## src/hw/rtl/jmst_pkg.sv

```systemverilog
`timescale 1ns / 1ps
// ----------------------------------------------------------------------------
// jmst_pkg
// types, register indexes and helpers of the joint motion sound trigger
// ----------------------------------------------------------------------------
package jmst_pkg;

  // configuration register indexes
  localparam logic [2:0] REG_LOWER_BOUND    = 3'd0;
  localparam logic [2:0] REG_UPPER_BOUND    = 3'd1;
  localparam logic [2:0] REG_MOVEMENT_PARAM = 3'd2;
  localparam logic [2:0] REG_LOWER_PARAM    = 3'd3;
  localparam logic [2:0] REG_UPPER_PARAM    = 3'd4;
  localparam logic [2:0] REG_SOUNDS_EN      = 3'd5;

  // reset value of a sound parameter set: gain 1.0, max gain full, pitch factor 0
  localparam logic [63:0] PARAMS_RESET = 64'h0100_FFFF_0000_FFFF;
  // unity in Q8.8
  localparam logic [32:0] ONE_Q8_8     = 33'h100;
  localparam logic [32:0] SAT16        = 33'h0_0000_FFFF;
  localparam logic [31:0] SPEED_SAT    = 32'hFFFF_FFFF;

  // number of multiplier operations per item (movement and limit, gain and pitch)
  localparam logic [2:0] MUL_OPS = 3'd4;

  typedef struct packed {
    logic signed [31:0] position;
    logic        [31:0] step_time;
  } in_item_t;

  typedef struct packed {
    logic [31:0] speed;
    logic        movement_start;
    logic        movement_stop;
    logic        movement_update;
    logic [15:0] movement_gain;
    logic [15:0] movement_pitch;
    logic        lower_hit;
    logic        upper_hit;
    logic [15:0] limit_gain;
    logic [15:0] limit_pitch;
  } out_item_t;

  // divider status toward the sequencer
  typedef struct packed {
    logic        done;
    logic [31:0] quot;
  } div_res_t;

  typedef enum logic [1:0] {
    ST_IDLE,
    ST_DIV,
    ST_MUL,
    ST_DONE
  } jmst_state_t;

  // saturate to 16 bits, then clamp to the configured maximum
  function automatic logic [15:0] clamp_q88(input logic [32:0] v, input logic [15:0] mx);
    logic [32:0] s;
    begin
      s = (v > SAT16) ? SAT16 : v;
      clamp_q88 = (s[15:0] > mx) ? mx : s[15:0];
    end
  endfunction

endpackage

```

## src/hw/rtl/joint_motion_sound_trigger.sv

```systemverilog
`timescale 1ns / 1ps
// ----------------------------------------------------------------------------
// joint_motion_sound_trigger
// speed, movement sound and limit sound events for one slider or hinge joint
// ----------------------------------------------------------------------------
// Usage:
//   in channel (in_valid/in_ready/in_data) takes one position sample and its
//   step time. out channel (out_valid/out_ready/out_data) returns one result
//   item per input item: speed, movement start/stop/update with gain and
//   pitch, and the lower/upper limit one-shot events with their gain/pitch.
//   cfg_wr_en/cfg_index/cfg_wdata write the bounds, the three parameter sets
//   and the sound enables; write only while no item is in flight.
// Sequence:
//   an item passes the bit-serial divider, then four products on the shared
//   multiplier, then the handoff to the output register. No motion or an
//   overflowing speed skips the divide. One item is worked on at a time;
//   in_ready is high only while the sequencer is idle, so a new item is
//   taken only once the last one has been handed off to the output register.
// Reset: synchronous, active low; clears the registers to their defaults,
//   the last position and the running flags, and drops out_valid.
// Stall: a finished result waits in the output register; the next item can
//   be accepted and computed meanwhile, and its result waits until the
//   output register is taken.
// ----------------------------------------------------------------------------
module joint_motion_sound_trigger (
  input  logic                clk,
  input  logic                rst_n,
  input  logic                in_valid,
  output logic                in_ready,
  input  jmst_pkg::in_item_t  in_data,
  output logic                out_valid,
  input  logic                out_ready,
  output jmst_pkg::out_item_t out_data,
  input  logic                cfg_wr_en,
  input  logic [2:0]          cfg_index,
  input  logic [63:0]         cfg_wdata
);

  // configuration registers
  logic signed [31:0] lower_bound_r;
  logic signed [31:0] upper_bound_r;
  logic [63:0]        movement_params_r;
  logic [63:0]        lower_params_r;
  logic [63:0]        upper_params_r;
  logic [2:0]         sounds_en_r;

  // joint state
  logic signed [31:0] last_pos_r;
  logic               mrun_r, lrun_r, urun_r;

  // sequencer and work registers
  jmst_pkg::jmst_state_t state_r, state_nxt;
  logic signed [31:0] pos_r;
  logic [31:0]        speed_r;
  logic [2:0]         mul_idx_r;
  logic [15:0]        m_gain_r, m_pitch_r, l_gain_r, l_pitch_r;

  logic                out_valid_r;
  jmst_pkg::out_item_t out_data_r;

  // sequencer outputs
  logic accept;
  logic div_start;
  logic load_out;

  jmst_pkg::div_res_t div_res;
  logic [32:0]        diff;
  logic [31:0]        abs_diff;
  logic [15:0]        mul_b;
  logic [47:0]        prod;
  logic [32:0]        prod_hi;
  logic [15:0]        gain_c, pitch_c;

  logic        moving;
  logic        m_start, m_stop, m_upd;
  logic        l_fire, u_fire;
  logic        lrun_upd, urun_upd;
  logic [63:0] lim_params;
  logic [15:0] cap_max;
  logic [15:0] cap_val;

  // configuration writes
  always_ff @(posedge clk) begin
    if (!rst_n) begin
      lower_bound_r     <= '0;
      upper_bound_r     <= '0;
      movement_params_r <= jmst_pkg::PARAMS_RESET;
      lower_params_r    <= jmst_pkg::PARAMS_RESET;
      upper_params_r    <= jmst_pkg::PARAMS_RESET;
      sounds_en_r       <= '0;
    end else if (cfg_wr_en) begin
      case (cfg_index)
        jmst_pkg::REG_LOWER_BOUND:    lower_bound_r     <= signed'(cfg_wdata[31:0]);
        jmst_pkg::REG_UPPER_BOUND:    upper_bound_r     <= signed'(cfg_wdata[31:0]);
        jmst_pkg::REG_MOVEMENT_PARAM: movement_params_r <= cfg_wdata;
        jmst_pkg::REG_LOWER_PARAM:    lower_params_r    <= cfg_wdata;
        jmst_pkg::REG_UPPER_PARAM:    upper_params_r    <= cfg_wdata;
        jmst_pkg::REG_SOUNDS_EN:      sounds_en_r       <= cfg_wdata[2:0];
        default: ;
      endcase
    end
  end

  // absolute position change
  assign diff     = {in_data.position[31], in_data.position} - {last_pos_r[31], last_pos_r};
  assign abs_diff = diff[32] ? 32'(-diff) : diff[31:0];

  jmst_div u_div (
    .clk      (clk),
    .rst_n    (rst_n),
    .start    (div_start),
    .dividend (abs_diff),
    .divisor  (in_data.step_time),
    .res      (div_res)
  );

  // event decisions from the finished speed
  assign moving  = speed_r != 32'h0;
  assign m_start = sounds_en_r[0] && moving && !mrun_r;
  assign m_stop  = sounds_en_r[0] && !moving && mrun_r;
  assign m_upd   = sounds_en_r[0] && moving;
  assign u_fire  = sounds_en_r[2] && moving && (pos_r > upper_bound_r) && !urun_r;
  assign l_fire  = sounds_en_r[1] && moving && (pos_r < lower_bound_r) && !lrun_r;
  // lower limit wins when both fire
  assign lim_params = l_fire ? lower_params_r : upper_params_r;

  // running flags after this item; a disabled sound holds its flag
  always_comb begin
    urun_upd = urun_r;
    if (sounds_en_r[2]) begin
      if (u_fire) begin
        urun_upd = 1'b1;
      end else if (pos_r <= upper_bound_r) begin
        urun_upd = 1'b0;
      end
    end
    lrun_upd = lrun_r;
    if (sounds_en_r[1]) begin
      if (l_fire) begin
        lrun_upd = 1'b1;
      end else if (pos_r >= lower_bound_r) begin
        lrun_upd = 1'b0;
      end
    end
  end

  // multiplier operand: movement gain, movement pitch, limit gain, limit pitch
  always_comb begin
    case (mul_idx_r)
      3'd0:    mul_b = movement_params_r[63:48];
      3'd1:    mul_b = movement_params_r[31:16];
      3'd2:    mul_b = lim_params[63:48];
      3'd3:    mul_b = lim_params[31:16];
      default: mul_b = 16'h0;
    endcase
  end

  jmst_mul u_mul (
    .clk    (clk),
    .op_a   (speed_r),
    .op_b   (mul_b),
    .prod_r (prod)
  );

  // clamp the product issued in the cycle before
  always_comb begin
    case (mul_idx_r)
      3'd1:    cap_max = movement_params_r[47:32];
      3'd2:    cap_max = movement_params_r[15:0];
      3'd3:    cap_max = lim_params[47:32];
      default: cap_max = lim_params[15:0];
    endcase
  end

  assign prod_hi = {1'b0, prod[47:16]};
  assign gain_c  = jmst_pkg::clamp_q88(prod_hi, cap_max);
  assign pitch_c = jmst_pkg::clamp_q88(prod_hi + jmst_pkg::ONE_Q8_8, cap_max);
  assign cap_val = mul_idx_r[0] ? gain_c : pitch_c;

  // next state
  always_comb begin
    state_nxt = state_r;
    case (state_r)
      jmst_pkg::ST_IDLE: begin
        if (in_valid) state_nxt = jmst_pkg::ST_DIV;
      end
      jmst_pkg::ST_DIV: begin
        if (div_res.done) state_nxt = jmst_pkg::ST_MUL;
      end
      jmst_pkg::ST_MUL: begin
        if (mul_idx_r == jmst_pkg::MUL_OPS) state_nxt = jmst_pkg::ST_DONE;
      end
      jmst_pkg::ST_DONE: begin
        if (!out_valid_r || out_ready) state_nxt = jmst_pkg::ST_IDLE;
      end
      default: state_nxt = jmst_pkg::ST_IDLE;
    endcase
  end

  // sequencer outputs
  always_comb begin
    accept    = 1'b0;
    div_start = 1'b0;
    load_out  = 1'b0;
    case (state_r)
      jmst_pkg::ST_IDLE: begin
        accept    = in_valid;
        div_start = in_valid;
      end
      jmst_pkg::ST_DONE: begin
        load_out = !out_valid_r || out_ready;
      end
      default: ;
    endcase
  end

  assign in_ready = state_r == jmst_pkg::ST_IDLE;

  // control state
  always_ff @(posedge clk) begin
    if (!rst_n) begin
      state_r     <= jmst_pkg::ST_IDLE;
      out_valid_r <= 1'b0;
      last_pos_r  <= '0;
      mrun_r      <= 1'b0;
      lrun_r      <= 1'b0;
      urun_r      <= 1'b0;
      mul_idx_r   <= '0;
    end else begin
      state_r <= state_nxt;
      if (load_out) begin
        out_valid_r <= 1'b1;
      end else if (out_ready) begin
        out_valid_r <= 1'b0;
      end
      if (state_r == jmst_pkg::ST_DIV) begin
        mul_idx_r <= '0;
      end else if (state_r == jmst_pkg::ST_MUL) begin
        mul_idx_r <= mul_idx_r + 3'd1;
      end
      if (load_out) begin
        last_pos_r <= pos_r;
        if (m_start) mrun_r <= 1'b1;
        if (m_stop)  mrun_r <= 1'b0;
        lrun_r <= lrun_upd;
        urun_r <= urun_upd;
      end
    end
  end

  // work registers
  always_ff @(posedge clk) begin
    if (accept) pos_r <= in_data.position;
    if (state_r == jmst_pkg::ST_DIV && div_res.done) speed_r <= div_res.quot;
    if (state_r == jmst_pkg::ST_MUL) begin
      case (mul_idx_r)
        3'd1:    m_gain_r  <= cap_val;
        3'd2:    m_pitch_r <= cap_val;
        3'd3:    l_gain_r  <= cap_val;
        3'd4:    l_pitch_r <= cap_val;
        default: ;
      endcase
    end
  end

  // result register
  always_ff @(posedge clk) begin
    if (load_out) begin
      out_data_r.speed           <= speed_r;
      out_data_r.movement_start  <= m_start;
      out_data_r.movement_stop   <= m_stop;
      out_data_r.movement_update <= m_upd;
      out_data_r.movement_gain   <= m_upd ? m_gain_r : 16'h0;
      out_data_r.movement_pitch  <= m_upd ? m_pitch_r : 16'h0;
      out_data_r.lower_hit       <= l_fire;
      out_data_r.upper_hit       <= u_fire;
      out_data_r.limit_gain      <= (l_fire || u_fire) ? l_gain_r : 16'h0;
      out_data_r.limit_pitch     <= (l_fire || u_fire) ? l_pitch_r : 16'h0;
    end
  end

  assign out_valid = out_valid_r;
  assign out_data  = out_data_r;

endmodule

```

## src/hw/rtl/jmst_div.sv

```systemverilog
`timescale 1ns / 1ps
// ----------------------------------------------------------------------------
// jmst_div
// restoring divider, one quotient bit a cycle: (dividend << 16) / divisor,
// saturated to 32 bits; a zero dividend or an overflow sets the result
// directly, without the restoring steps
module jmst_div (
  input  logic               clk,
  input  logic               rst_n,
  input  logic               start,
  input  logic [31:0]        dividend,
  input  logic [31:0]        divisor,
  output jmst_pkg::div_res_t res
);

  logic        busy_r, busy_nxt;
  logic        done_r, done_nxt;
  logic [4:0]  cnt_r, cnt_nxt;
  logic [31:0] rem_r, rem_nxt;
  logic [31:0] dvd_r, dvd_nxt;
  logic [31:0] quot_r, quot_nxt;
  logic [31:0] dsr_r, dsr_nxt;
  logic [32:0] trial;
  logic        fits;
  logic        ovf;

  // one restoring step
  assign trial = {rem_r, dvd_r[31]};
  assign fits  = trial >= {1'b0, dsr_r};
  // quotient would not fit in 32 bits (also covers a zero divisor)
  assign ovf   = (divisor[31:16] == 16'h0) && (dividend >= {divisor[15:0], 16'h0});

  // next values
  always_comb begin
    busy_nxt = busy_r;
    done_nxt = 1'b0;
    cnt_nxt  = cnt_r;
    rem_nxt  = rem_r;
    dvd_nxt  = dvd_r;
    quot_nxt = quot_r;
    dsr_nxt  = dsr_r;
    if (start) begin
      if (dividend == 32'h0) begin
        quot_nxt = 32'h0;
        done_nxt = 1'b1;
      end else if (ovf) begin
        quot_nxt = jmst_pkg::SPEED_SAT;
        done_nxt = 1'b1;
      end else begin
        // upper 16 dividend bits only give zero quotient bits
        busy_nxt = 1'b1;
        cnt_nxt  = 5'd0;
        rem_nxt  = {16'h0, dividend[31:16]};
        dvd_nxt  = {dividend[15:0], 16'h0};
        dsr_nxt  = divisor;
        quot_nxt = 32'h0;
      end
    end else if (busy_r) begin
      rem_nxt  = fits ? 32'(trial - {1'b0, dsr_r}) : trial[31:0];
      dvd_nxt  = {dvd_r[30:0], 1'b0};
      quot_nxt = {quot_r[30:0], fits};
      cnt_nxt  = cnt_r + 5'd1;
      if (cnt_r == 5'd31) begin
        busy_nxt = 1'b0;
        done_nxt = 1'b1;
      end
    end
  end

  // control state
  always_ff @(posedge clk) begin
    if (!rst_n) begin
      busy_r <= 1'b0;
      done_r <= 1'b0;
    end else begin
      busy_r <= busy_nxt;
      done_r <= done_nxt;
    end
  end

  // datapath
  always_ff @(posedge clk) begin
    cnt_r  <= cnt_nxt;
    rem_r  <= rem_nxt;
    dvd_r  <= dvd_nxt;
    quot_r <= quot_nxt;
    dsr_r  <= dsr_nxt;
  end

  assign res.done = done_r;
  assign res.quot = quot_r;

endmodule

```

## src/hw/rtl/jmst_mul.sv

```systemverilog
`timescale 1ns / 1ps
// ----------------------------------------------------------------------------
// jmst_mul
// shared 32 x 16 multiplier with a registered product
// ----------------------------------------------------------------------------
module jmst_mul (
  input  logic        clk,
  input  logic [31:0] op_a,
  input  logic [15:0] op_b,
  output logic [47:0] prod_r
);

  // product of speed and a Q8.8 factor, ready in the next cycle
  always_ff @(posedge clk) begin
    prod_r <= 48'(op_a) * 48'(op_b);
  end

endmodule

```

## config.mk

```make
export PLATFORM = sky130hd
export DESIGN_NAME = joint_motion_sound_trigger
export DESIGN_NICKNAME = d
export VERILOG_FILES = /design/src/hw/rtl/jmst_pkg.sv /design/src/hw/rtl/joint_motion_sound_trigger.sv /design/src/hw/rtl/jmst_div.sv /design/src/hw/rtl/jmst_mul.sv
export SDC_FILE = /design/constraint.sdc
export NUM_CORES = 2
export LEC_CHECK = 0
export ABC_AREA = 1
export BUFFER_PORTS_ARGS = -buffer_cell sky130_fd_sc_hd__buf_2
export CAP_MARGIN = 15
export CELL_PAD_IN_SITES_DETAIL_PLACEMENT = 1
export CELL_PAD_IN_SITES_GLOBAL_PLACEMENT = 2
export CORE_MARGIN = 4
export CORE_UTILIZATION = 39
export DETAILED_ROUTE_END_ITERATION = 10
export GPL_ROUTABILITY_DRIVEN = 0
export PLACE_DENSITY_LB_ADDON = 0.1
export SETUP_SLACK_MARGIN = 0.4
export SLEW_MARGIN = 20
export SYNTH_ARGS = -nofsm -noshare
export SYNTH_HDL_FRONTEND = slang
export SYNTH_SLANG_ARGS = --single-unit
```

## constraint.sdc

```tcl
create_clock -name clk -period 11.8 [get_ports clk]
set_clock_uncertainty 0.15 [all_clocks]
set_input_delay 0.59 -clock clk [delete_from_list [all_inputs] [get_ports clk]]
set_output_delay 0.59 -clock clk [all_outputs]
set_load 0.01 [all_outputs]
```

==> impl_metrics.csv <==
group,metric,value,unit
clock_tree,cts_buffers,82,
yosys,synthSimpleGateAreaFrac,18.7,%
global_routing,grt.overflow.total,0,
sta,fmax,0.0925,GHz
yosys,syn-instance-count,6255,
yosys,yosysTopAreaCellShare,20.4,%
sta,fin_crit,10.81,ns
setup_path,slowest_delay,0.80,ns
yosys,synth_compound_area_share,10.6,%
final_layout,area_growth,12.8,%
sta,slew_violations,0,
sta,holdWs,0.0544,ns
final_layout,fin_nets,7332,
power_and_ir_drop,p_per_area,214,mW/mm^2
final_layout,stdcell_area,0.0574,sq mm
sta,finalWorstSetupSlack,0.991,ns
route,ant_nets,0,
power_and_ir_drop,p_total,12.2,mW
floorplanning,die_y,369,um
floorplanning,dieArea,0.136,sq mm
setup_path,crit_path_end_kind,"register",
yosys,synth.top_cells.by_count,"nand2_1 (1410), inv_1 (1187), nor2_1 (468)",
final_layout,finalNonFillerCells,8289,
setup_path,cp.arrival,11.17,ns
yosys,ys_types,70,
sta,slew_headroom,10.3,%
floorplanning,rows,132,
clock_tree,cts_htree_levels,3,
floorplanning,fp.dieW,369,um
setup_path,path_common_cell,"inv_1",
place,dp_cells,8043,
setup_path,reg2reg_slack,0.99,ns
power_and_ir_drop,vdd_drop_max,0.132,mV
hold_path,min_path_type,"in -> reg",
sta,tightest_slew,1.33,ns
floorplanning,start_util,39.3,%
route,detailedRoute.firstIterationViolations,2666,
route,drc,0,
clock_tree,root_buffer,"clkbuf_16",
yosys,synth.most_common_cell,"nand2_1",
yosys,yosys_warnings,0,
global_routing,grt_pass1_vias,44558,
floorplanning,core_area,0.129,sq mm
yosys,synth_top_family_by_area,"adder cells",
clock_tree,post_cts_resize_count,0,
place,post-dp-hpwl,130,mm
setup_path,crit_path_top_delay_cell,"edfxtp_1",
floorplanning,ios,239,
global_routing,grt_max_degree,120,
yosys,synthXorXnorAreaFrac,1.89,%
place,dp_slack,1.05,ns
route,detail_route.vias_per_cell,5.08,
final_layout,drive_above_1_share,8.84,%
yosys,async_flop_share,0,%
setup_path,path_class,"reg -> reg",
setup_path,cp_max_fo,44,
clock_tree,clk_pin_slew_worst_paths,0.06,ns
yosys,synth_top_area_cell,"edfxtp_1",
yosys,netlist_area,0.0509,sq mm
final_layout,fillers,15668,
yosys,syn_area_per_cell,8.13,sq um
route,wire_per_inst,20.9,um
hold_path,hold_end,"movement_params_r[47]$_SDFFE_PN1P_",
power_and_ir_drop,p_leak,27.2,nW
yosys,synthMuxAreaShare,0,%
setup_path,rr_worst_depth,32,
sta,rsz0062_at_grt,"false",
setup_path,worstPathRequired,12.16,ns
yosys,synth_edf_count,346,
place,place_area,0.0539,sq mm
sta,fin_crit_sh,91.6,%
route,wl,173,mm
clock_tree,clk_latency,0.69,ns
hold_path,hold_depth,3,
clock_tree,clock_path_buffers,3,
outcome,outcome,"complete, no violations",
sta,finalHoldViolCount,0,
final_layout,finish.utilization,44.3,%
global_routing,grt_antenna_before_repair,12,
yosys,synth_area_leaders,"edfxtp_1 (20%), fa_1 (16%), dfxtp_1 (13%), nand2_1 (10%), inv_1 (8.8%)",
job,drv_cap,0,
place,port_buffers,238,
global_routing,grt_pass1_wl,266,mm
yosys,synthesis.nets,7117,
setup_path,cp-start-kind,"register",
sta,setup-violations-final,0,
setup_path,reg2reg_from,"speed_r[17]$_DFFE_PP_",
yosys,synthAdderAreaFrac,24.0,%
clock_tree,tritoncts,"done",
clock_tree,numClockSinks,680,
setup_path,reg2reg_to,"u_mul.prod_r[36]$_DFF_P_",
route,drt-pass1-iter-count,5,
global_routing,track_usage,25.3,%
yosys,yosysSeqAreaShare,33.6,%
hold_path,min_from,"cfg_wdata[47]",
sta,setup_tns,0,ns
yosys,synth_ff_type,"edfxtp_1",
yosys,ys_ff_latch,680,
route,vias,42107,
-- power breakdown --
part           switching, mW  internal, mW  total, mW  leakage, nW
sequential             0.213          3.06       3.27         5.97
combinational           4.39          2.10       6.49         20.0
clock                   1.06          1.42       2.49         1.29
total                   5.66          6.59       12.2         27.2
-- per-layer routing --
metal  GRT usage, %  share of wire, %  up-vias
met5              0                 0        -
met4           5.77               2.1        0
met3           2.95               4.1      166
met2           42.5                47      779
met1           35.2                47    21032
li1               -                 -    20130
-- what timing repair did --
item                      CTS  global route
hold endpoints to repair  112             0
buffers inserted            0             0
hold buffers               85             0
-- layout make-up --
class	count	area (sq um)	area share [%]
Antenna cell	8	20.0	0.0349
Timing Repair Buffer	407	2680	4.68
Multi-Input combinational cell	4093	28300	49.3
Tap cell	1742	2180	3.80
Inverter	1206	4530	7.90
Clock inverter	38	299	0.521
Clock buffer	115	2320	4.04
Sequential cell	680	17100	29.8
-- cell usage in the layout (no fill, tap or decap), drive strengths merged, types with 6 or more instances in the layout --
cell,n
nand2,1455
inv,1203
nor2,481
o21ai,421
fa,419
edfxtp,346
a21oi,344
dfxtp,334
buf,322
ha,307
nand3,234
clkbuf,115
dlygate4sd3,85
xor2,64
nand4,54
a21boi,44
nor3,40
xnor2,38
clkinv,37
o211ai,33
o2111ai,32
nor4,19
a31oi,19
o21bai,16
o21a,13
a21o,9
diode,8
nand3b,8
a211oi,7
o221ai,6
-- worst max-delay path: cells and delay by family (launching register included) --
kind | cells | cell delay [ns]
buffers and inverters | 10 | 1.63
adders and majority gates | 7 | 3.48
AOI/OAI and AO/OA | 3 | 0.93
xor gates and xnor gates | 1 | 0.15
DFF | 1 | 0.80
and+or+nand+nor | 11 | 3.45
-- cell families after synthesis --
group | count (synthesis)
flip-flops | 680
adder cells (fa/ha/maj) | 726
AND/OR/NAND/NOR | 2302
AO/OA/AOI/OAI | 963
XOR/XNOR | 102
buffers and inverters | 1482
-- registers in the layout, indices dropped and copies added, names as in the netlist, 64 cells and up --
name and count:
movement_params_r 64, lower_params_r 64, upper_params_r 64, out_data 101
-- worst max path at each step --
stage | slack (ns) | to | startpoint
5_1_grt | 0.65 | u_mul.prod_r[36]$_DFF_P_ | speed_r[17]$_DFFE_PP_
4_1_cts | 0.99 | u_mul.prod_r[36]$_DFF_P_ | speed_r[17]$_DFFE_PP_
3_3_place_gp | 1.05 | u_mul.prod_r[36]$_DFF_P_ | speed_r[17]$_DFFE_PP_
2_1_floorplan | 3.39 | u_div.cnt_r[0]$_SDFFCE_PP0P_ | in_data[32]
3_5_place_dp | 1.05 | u_mul.prod_r[36]$_DFF_P_ | speed_r[17]$_DFFE_PP_
6_report | 0.99 | u_mul.prod_r[36]$_DFF_P_ | speed_r[17]$_DFFE_PP_
Power figures use the tool's default switching activity.
